**config.mk**
```make
export PLATFORM = sky130hd
export DESIGN_NAME = acnh_ctrl
export DESIGN_NICKNAME = d
export VERILOG_FILES = /design/src/rtl/core/acnh_pkg.sv /design/src/rtl/core/acnh_ctrl.sv
export SDC_FILE = /design/constraint.sdc
export NUM_CORES = 1
export LEC_CHECK = 0
export ABC_AREA = 0
export BUFFER_PORTS_ARGS = -buffer_cell sky130_fd_sc_hd__buf_4
export CAP_MARGIN = 20
export CORE_AREA = 2 2 39 41
export CTS_BUF_LIST = sky130_fd_sc_hd__clkbuf_8
export DETAILED_ROUTE_END_ITERATION = 12
export DIE_AREA = 0 0 41 43
export PLACE_DENSITY_LB_ADDON = 0.05
export SLEW_MARGIN = 20
export SYNTH_ARGS = -nofsm -noshare
export SYNTH_HDL_FRONTEND = slang
export SYNTH_SLANG_ARGS = --single-unit
```
**constraint.sdc**
```tcl
create_clock -name clk -period 3.7 [get_ports clk]
set_clock_uncertainty 0.1 [all_clocks]
set_input_delay 0.74 -clock clk [delete_from_list [all_inputs] [get_ports clk]]
set_output_delay 0.74 -clock clk [all_outputs]
set_load 0.05 [all_outputs]
```
**src/rtl/core/acnh_pkg.sv**
```systemverilog
// Shared types and constants for the ARP cache next-hop resolver.
package acnh_pkg;

  // Result status codes
  typedef enum logic [2:0] {
    ST_HIT     = 3'd0,
    ST_REQUEST = 3'd1,
    ST_STORED  = 3'd2,
    ST_FULL    = 3'd3,
    ST_BUSY    = 3'd4
  } status_t;

  // Register map: index is paddr[3:2]
  localparam int unsigned ADDR_W = 4;
  localparam int unsigned DATA_W = 32;
  localparam logic [1:0] REG_LOCAL_IP    = 2'd0;
  localparam logic [1:0] REG_GATEWAY_IP  = 2'd1;
  localparam logic [1:0] REG_SUBNET_MASK = 2'd2;

  localparam logic [31:0] SUBNET_MASK_RST = 32'hFFFF_FF00;
  localparam logic [15:0] ETHERTYPE_ARP   = 16'h0806;
  localparam logic [15:0] ARP_OP_REPLY    = 16'd2;

  // Table entry: IP in the upper bits, MAC in the lower bits
  localparam int unsigned IP_W    = 32;
  localparam int unsigned MAC_W   = 48;
  localparam int unsigned ENTRY_W = IP_W + MAC_W;

  // Controller to datapath commands
  typedef struct packed {
    logic capture;
    logic scan_start;
    logic scan;
    logic load_busy;
    logic load_req;
    logic load_hit;
    logic resolve;
    logic push;
  } ctrl_cmd_t;

  // Datapath to controller status
  typedef struct packed {
    logic func;
    logic pending;
    logic frame_match;
    logic count_zero;
    logic scan_hit;
    logic scan_done;
    logic out_free;
  } dp_stat_t;

endpackage

```
**src/rtl/core/acnh_ctrl.sv**
```systemverilog
// Controller FSM: sequences decode, table scan and result hand-off.
module acnh_ctrl (
  input  logic                 clk,
  input  logic                 rst,
  input  logic                 in_valid,
  output logic                 in_ready,
  input  acnh_pkg::dp_stat_t   stat,
  output acnh_pkg::ctrl_cmd_t  cmd
);
  typedef enum logic [1:0] {
    S_IDLE,
    S_DECIDE,
    S_SCAN,
    S_RESULT
  } state_t;

  state_t state;
  state_t state_next;

  assign in_ready = (state == S_IDLE);

  // Next state and commands
  always_comb begin
    cmd        = '0;
    state_next = state;
    unique case (state)
      S_IDLE: begin
        if (in_valid) begin
          cmd.capture = 1'b1;
          state_next  = S_DECIDE;
        end
      end
      S_DECIDE: begin
        priority if (!stat.func && stat.pending) begin
          cmd.load_busy = 1'b1;
          state_next    = S_RESULT;
        end else if (!stat.func && stat.count_zero) begin
          cmd.load_req = 1'b1;
          state_next   = S_RESULT;
        end else if (!stat.func) begin
          cmd.scan_start = 1'b1;
          state_next     = S_SCAN;
        end else if (stat.pending && stat.frame_match) begin
          cmd.resolve = 1'b1;
          state_next  = S_RESULT;
        end else begin
          // frame ignored, no result
          state_next = S_IDLE;
        end
      end
      S_SCAN: begin
        cmd.scan = 1'b1;
        priority if (stat.scan_hit) begin
          cmd.load_hit = 1'b1;
          state_next   = S_RESULT;
        end else if (stat.scan_done) begin
          cmd.load_req = 1'b1;
          state_next   = S_RESULT;
        end else begin
          state_next = S_SCAN;
        end
      end
      S_RESULT: begin
        if (stat.out_free) begin
          cmd.push   = 1'b1;
          state_next = S_IDLE;
        end
      end
      default: state_next = S_IDLE;
    endcase
  end

  always_ff @(posedge clk) begin
    if (rst) begin
      state <= S_IDLE;
    end else begin
      state <= state_next;
    end
  end
endmodule

```
==> qor.csv, run 1 <==
stage,metric,value,unit
run_status,status,finished clean,
global_routing,antenna_found_initial,0,
clock_tree,cts.sinks,2,
cells_and_area,fin_nets,74,
placed_design,globalplace.congestion,0.623,
yosys,synth_area,290,um2
worst_setup_path,cp_top_family,buffers and inverters,
route,wl,709,um
route,wire_per_inst,9.71,um
sta,maxSlewHeadroom,83.3,%
cells_and_area,antennaDiodeCount,0,
placed_design,port_buffers,18,
power,p_comb_share,40.5,%
global_routing,track_usage,8.92,%
sta,hold_viol,0,
power,peakVddDrop,0.000205,V
worst_setup_path,crit_start,stat[6],
global_routing,grt_first_pass_wirelength,1.05,mm
sta,fin_crit,2.26,ns
worst_setup_path,crit_required,2.86,ns
clock_tree,cts_hold_buf,0,
worst_setup_path,cp_max_fo,7,
power,p_int,0.000123,W
cells_and_area,fin_cells,73,
power,powerDensity,384,nW/um2
worst_setup_path,crit-reg2reg-capture,state[0],
route,maxUsedRoutingLayer,met3,
sta,fmax,443,MHz
route,drtAntennaViolNets,0,
clock_tree,root_buffer,clkbuf_8,
route,drcViolationCount,0,
worst_setup_path,reg2regPathDepth,6,
yosys,syn_inst,36,
floorplan,placementRows,14,
min_path,hp-class,reg -> reg,
worst_setup_path,r2r_slack,2.17,ns
sta,rsz0062_at_grt,no,
route,firstDrtPassIters,3,
worst_setup_path,critPathMostFrequentCell,buf_4,
global_routing,grt_pass1_vias,267,
power,swShare,34.2,%
power,pwr-share-clk,45.1,%
floorplan,die_x,41,um
worst_setup_path,r2r_start,state[0],
yosys,syn_nets,51,
clock_tree,clockBufferDepth,2,
clock_tree,cts_tree,yes,
yosys,avgSynthCellArea,8.06,um2
power,leakagePower,0.234,nW
route,dr_total_vias,316,
floorplan,die_y,43,um
cells_and_area,layout-drive-gt1-share,43.9,%
sta,final.setup.tns,0,ns
route,routed-wl-met2,348,um
clock_tree,cts.htree.levels,1,
floorplan,dieArea,1760,um2
route,met3WireLength,56,um
global_routing,grt_max_degree,8,
power,switchingPower,0.0000640,W
worst_setup_path,crit_type,in -> out,
floorplan,core_area,1380,um2
clock_tree,post_cts_resized,0,
sta,tightest_slew,0.247,ns
cells_and_area,fill_cells,159,
clock_tree,insertion_delay,0.21,ns
floorplan,start_util,21.0,%
yosys,ys_ff_latch,2,
worst_setup_path,cpPeakStageDelay,0.19,ns
route,detail_route.vias_per_cell,4.33,
clock_tree,cts_made_buffers,3,
sta,finalSetupViolations,0,
worst_setup_path,worst_ep_arrival_time,1.42,ns
yosys,synth_warnings,0,
worst_setup_path,slowest_stage,buf_4,
sta,finalCritPeriodShare,61.1,%
clock_tree,postCtsSetupRepairBufs,0,
worst_setup_path,start_kind,primary input,
sta,finalMaxSlewViolations,0,
worst_setup_path,crit_buf_inv,2,
sta,whs,0.464,ns
global_routing,grt-ovfl-total,0,
power,share_seq_of_total_power,14.3,%
worst_setup_path,end_kind,primary output,
worst_setup_path,crit_chain,buf_4 -> nor2_1 -> nand3_1 -> o21ai_1 -> and2_1 -> buf_4,
floorplan,io_pins,19,
clock_tree,cts.clk_slew.worst_paths,0.03,ns
yosys,synth.distinct_cells,19,
route,wl_met1,303,um
min_path,min_path_cells,2,
placed_design,hpwl,605,um
placed_design,placedCellCount,70,
route,drt-initial-drc-count,4,
cells_and_area,syn_to_final_growth,67.7,%
power,totalPowerFinal,0.000187,W
yosys,yosysSeqAreaShare,13.8,%
flow_run,drv_cap,0,
==> through the flow <==
stage / utilization [%] / instance area (um2) / worst slack, ns
2_1_floorplan: - / 290 / 0.463
3_3_place_gp: 32.2 / 445 / 1.44
3_5_place_dp: 32.2 / 445 / 1.44
4_1_cts: 35.2 / 487 / 1.43
5_1_grt: 35.2 / 487 / 1.35
6_report: 35.2 / 487 / 1.44
==> layout make-up <==
cell class | count | area, um2 | area share (%)
clock buffers | 3 | 41.3 | 8.48
repair buffers | 18 | 135 | 27.8
flip-flops and latches | 2 | 40.0 | 8.23
inverters | 4 | 15.0 | 3.08
well taps | 16 | 20.0 | 4.11
multi-input cells | 30 | 235 | 48.3
==> logic make-up after synthesis <==
logic type      share of synthesized area (%)
fa+ha+maj                                21.6
buf+inv                                  5.17
compound gates                           22.0
mux                                      3.45
simple gates                             34.0
flops                                    13.8
==> how the worst max path moves through the flow <==
stage	to	cells past startpoint
2_1_floorplan	cmd[6]	1
5_1_grt	cmd[3]	6
4_1_cts	cmd[3]	6
6_report	cmd[3]	6
3_3_place_gp	cmd[3]	6
3_5_place_dp	cmd[3]	6
==> Yosys cell counts (all sizes together) <==
| library cell | number | area (um2) |
|---|---|---|
| a211oi | 1 | 12.5 |
| a21boi | 1 | 7.51 |
| and2 | 4 | 25.0 |
| and2b | 1 | 7.51 |
| dfxtp | 2 | 40.0 |
| ha | 5 | 62.6 |
| inv | 4 | 15.0 |
| mux2i | 1 | 10.0 |
| nand2 | 4 | 15.0 |
| nand3 | 1 | 5.00 |
| nand3b | 1 | 7.51 |
| nor2 | 4 | 15.0 |
| nor4b | 2 | 23.8 |
| o21ai | 3 | 15.0 |
| o221ai | 1 | 8.76 |
| o22ai | 1 | 20.0 |
==> placed cells by master (no fill, tap or decap) <==
cell | netlist | routed
o21ai_1 | 2 | 2
a21boi_0 | 1 | 1
nor4b_2 | 1 | 1
a211oi_2 | 1 | 1
o22ai_4 | 1 | 1
nand3_1 | 1 | 1
buf_4 | 0 | 18
nor4b_1 | 1 | 1
nor2_1 | 4 | 4
mux2i_1 | 1 | 1
o21ai_0 | 1 | 1
nand2_1 | 4 | 4
dfxtp_1 | 2 | 2
inv_2 | 1 | 1
inv_1 | 3 | 3
nand3b_1 | 1 | 1
clkbuf_8 | 0 | 3
o221ai_1 | 1 | 1
ha_1 | 5 | 5
and2b_1 | 1 | 1
and2_1 | 4 | 4
==> worst register-to-register path: cells and delay by family (launching register included) <==
kind | cells | cell delay [ns]
buf+inv | 2 | 0.21
fa+ha+maj | 1 | 0.25
simple gates | 1 | 0.30
flops | 1 | 0.37
compound gates | 2 | 0.17
==> power groups by stage <==
stage	logic, W	registers (W)	clock network, W
floorplan	0.0000529	0.0000263	0
global placement	0.0000760	0.0000270	0
detailed placement	0.0000766	0.0000272	0
CTS	0.0000769	0.0000269	0.0000870
global route	0.0000820	0.0000274	0.0000882
finish	0.0000758	0.0000268	0.0000844
==> per-layer routing <==
layer	vias up	track usage [%]
met5	-	0
met4	0	4.00
met3	0	4.71
met2	10	12.8
met1	141	10.5
li1	165	-
Note: power is estimated with default switching activity, not from simulation.
==> inputs of run 2 (changes only) <==
--- a/config.mk
+++ b/config.mk
@@ -5,7 +5,7 @@
 export SDC_FILE = /design/constraint.sdc
 export NUM_CORES = 1
 export LEC_CHECK = 0
-export ABC_AREA = 0
+export ABC_AREA = 1
 export BUFFER_PORTS_ARGS = -buffer_cell sky130_fd_sc_hd__buf_4
 export CAP_MARGIN = 20
 export CORE_AREA = 2 2 39 41
==> constraint.sdc (replaced) <==
create_clock -name clk -period 1.9 [get_ports clk]
set_clock_uncertainty 0.1 [all_clocks]
set_input_delay 0.38 -clock clk [delete_from_list [all_inputs] [get_ports clk]]
set_output_delay 0.38 -clock clk [all_outputs]
set_load 0.05 [all_outputs]
==> qor.csv, run 2 <==
stage,metric,value,unit,change
run_status,status,finished clean,,unchanged
yosys,synth_area_leader_cell,ha_1,,unchanged
worst_setup_path,crit_type,reg -> out,,was in -> out
route,wl,775,um,was 709 um
worst_setup_path,cp_max_fo,4,,was 7
cells_and_area,mostFrequentLayoutCells,"19 x buf_4, 15 x nand2_1, 12 x inv_1, 5 x nor2_1",,"was 18 x buf_4, 5 x ha_1, 4 x nand2_1, 4 x nor2_1, 4 x and2_1"
yosys,yosysMostFrequentCell,nand2_1,,was ha_1
power,powerDensity,1140,nW/um2,was 384 nW/um2
cells_and_area,syn_to_final_growth,88.4,%,was 67.7%
yosys,avgSynthCellArea,5.72,um2,was 8.06 um2
sta,worst_slack,0.0474,ns,was 1.44 ns
sta,finalCritPeriodShare,97.5,%,
route,firstDrtPassIters,2,,was 3
worst_setup_path,worst_ep_arrival_time,1.37,ns,was 1.42 ns
global_routing,grt_first_pass_wirelength,1.24,mm,was 1.05 mm
worst_setup_path,end_kind,primary output,,unchanged
worst_setup_path,start_kind,flip-flop,,was primary input
clock_tree,root_buffer,clkbuf_8,,unchanged
clock_tree,cts_hold_buf,0,,unchanged
floorplan,dieArea,1760,um2,unchanged
global_routing,antenna_found_initial,0,,unchanged
floorplan,start_util,20.3,%,was 21.0%
cells_and_area,fill_cells,171,,was 159
floorplan,die_x,41,um,unchanged
yosys,synth.top_cell.area_share,22.3,%,was 21.6%
route,wire_per_inst,8.81,um,was 9.71 um
global_routing,grt_max_degree,5,,was 8
yosys,synthXorXnorAreaFrac,0,%,unchanged
clock_tree,clockBufferDepth,2,,unchanged
sta,hold_viol,0,,unchanged
sta,maxSlewHeadroom,87.9,%,was 83.3%
yosys,synthTopCellsByArea,"ha_1 22%, nand2_1 20%, inv_1 17%",,"was ha_1 22%, dfxtp_1 14%, and2_1 8.6%"
cells_and_area,layout-drive-gt1-share,41.7,%,was 43.9%
power,leakagePower,0.309,nW,was 0.234 nW
yosys,muxShareOfSynthArea,0,%,was 3.45%
sta,finalSetupViolations,0,,unchanged
global_routing,track_usage,10.8,%,was 8.92%
yosys,synth.distinct_cells,12,,was 19
yosys,yosysSeqAreaShare,14.3,%,was 13.8%
yosys,synthAdderAreaFrac,22.3,%,was 21.6%
sta,whs,0.315,ns,was 0.464 ns
clock_tree,insertion_delay,0.21,ns,about the same
clock_tree,cts_tree,yes,,unchanged
yosys,async_flop_share,0,%,unchanged
route,drtAntennaViolNets,0,,unchanged
power,peakVddDrop,0.000536,V,was 0.000205 V
yosys,yosys.area_share.simple,38.4,%,was 34.1%
yosys,synth_warnings,0,,unchanged
yosys,synth_area,280,um2,was 290 um2
clock_tree,cts.sinks,2,,unchanged
floorplan,die_y,43,um,unchanged
cells_and_area,final_common_cell,buf_4,,unchanged
floorplan,placementRows,14,,unchanged
yosys,synth_top_family_by_area,simple AND/OR/NAND/NOR gates,,unchanged
min_path,hp-class,in -> reg,,was reg -> reg
yosys,ys_ff_latch,2,,unchanged
yosys,synth-compound-area-share,7.59,%,was 22.0%
route,dr_total_vias,348,,was 316
sta,tightest_slew,0.182,ns,was 0.247 ns
cells_and_area,final_util,38.2,%,was 35.2%
global_routing,grt-ovfl-total,0,,unchanged
global_routing,grt_pass1_vias,339,,was 267
flow_run,drv_cap,0,,unchanged
placed_design,port_buffers,18,,unchanged
yosys,synth_common_cells,"15 x nand2_1, 13 x inv_1, 5 x ha_1, 5 x nor2_1, 3 x nand3_1",,"was 5 x ha_1, 4 x and2_1, 4 x nand2_1, 4 x nor2_1, 3 x inv_1"
floorplan,io_pins,19,,unchanged
placed_design,globalplace.congestion,0.683,,was 0.623
worst_setup_path,r2r_slack,0.51,ns,was 2.17 ns
route,detail_route.vias_per_cell,3.95,,was 4.33
clock_tree,cts.clk_slew.worst_paths,0.03,ns,about the same
cells_and_area,fin_cells,88,,was 73
route,drt-initial-drc-count,3,,was 4
route,drcViolationCount,0,,unchanged
placed_design,placedCellCount,83,,was 70
sta,fmax,540,MHz,
cells_and_area,antennaDiodeCount,0,,unchanged
sta,finalMaxSlewViolations,0,,unchanged
clock_tree,cts_made_buffers,3,,unchanged
clock_tree,cts.htree.levels,1,,unchanged
yosys,syn_inst,49,,was 36
yosys,ys.flop_type,dfxtp_1,,unchanged
sta,fin_crit,1.85,ns,
worst_setup_path,crit_required,1.42,ns,was 2.86 ns
placed_design,hpwl,596,um,was 605 um
floorplan,core_area,1380,um2,unchanged
cells_and_area,fin_nets,89,,was 74
yosys,synth_enable_flop_cells,0,,unchanged
yosys,syn_nets,64,,was 51
placed_design,place_ws,0.145,ns,was 1.44 ns
-- run 2: kinds of logic (layout without fill, tap and decap cells) --
group / Yosys count / after routing
buffers and inverters: 13 / 36
AND/OR/NAND/NOR: 26 / 26
adder cells (fa/ha/maj): 5 / 5
flip-flops: 2 / 2
AO/OA/AOI/OAI: 3 / 3
-- run 2: repair_timing --
item                                   CTS  global route
setup buffers                            2             0
endpoints found under the hold margin    0             0
setup endpoints to repair                1             2
resized for setup                        2             5
pin swaps                                0             1
cloned                                   0             0
-- run 2: per-stage QoR --
step	TNS, ns	total power [W]	area, um2
final	0	0.000602	528
after global routing	-0.00737	0.000656	528
after CTS	0	0.000588	503
after detailed placement	0	0.000389	443
after global placement	0	0.000394	443
after floorplan	-0.172	0.000306	288
-- run 2: layer usage --
| metal | part of all wire, % | vias up | GRT usage (%) | wire length, um |
|---|---|---|---|---|
| li1 | - | 190 | - | - |
| met2 | 53 | 7 | 14.7 | 410 |
| met1 | 41 | 149 | 12.7 | 321 |
| met5 | 0 | - | 0 | 0 |
| met3 | 4.4 | 2 | 1.57 | 34 |
| met4 | 1.0 | 0 | 12.0 | 8 |
-- run 2: worst paths after layout --
check / cells after the start / start / end
worst max-delay path: 5 / state[0] / cmd[3]
worst min-delay path: 4 / rst / flip-flop
worst max register to register: 8 / state[0] / state[0]
worst min register to register: 4 / state[0] / flip-flop
-- run 2: cell type report --
class | count | area [um2] | area share (%)
Tap cell | 16 | 20.0 | 3.79
Timing Repair Buffer | 20 | 154 | 29.1
Clock buffer | 3 | 41.3 | 7.82
Sequential cell | 2 | 42.5 | 8.06
Multi-Input combinational cell | 34 | 221 | 41.9
Inverter | 13 | 48.8 | 9.24
-- run 2: worst max-delay path, cell delays in order, from the launching register on --
cell and delay (ns):
dfxtp_2 0.37, inv_2 0.07, buf_4 0.13, ha_1 0.26, a21boi_2 0.16, buf_6 0.17
-- run 2: where the power goes --
group	total, W	internal (W)	leakage (nW)	switching [W]
sequential	0.0000779	0.0000583	0.0172	0.0000196
combinational	0.000355	0.000134	0.271	0.000221
clock	0.000170	0.000134	0.0216	0.0000354
total	0.000602	0.000326	0.309	0.000276
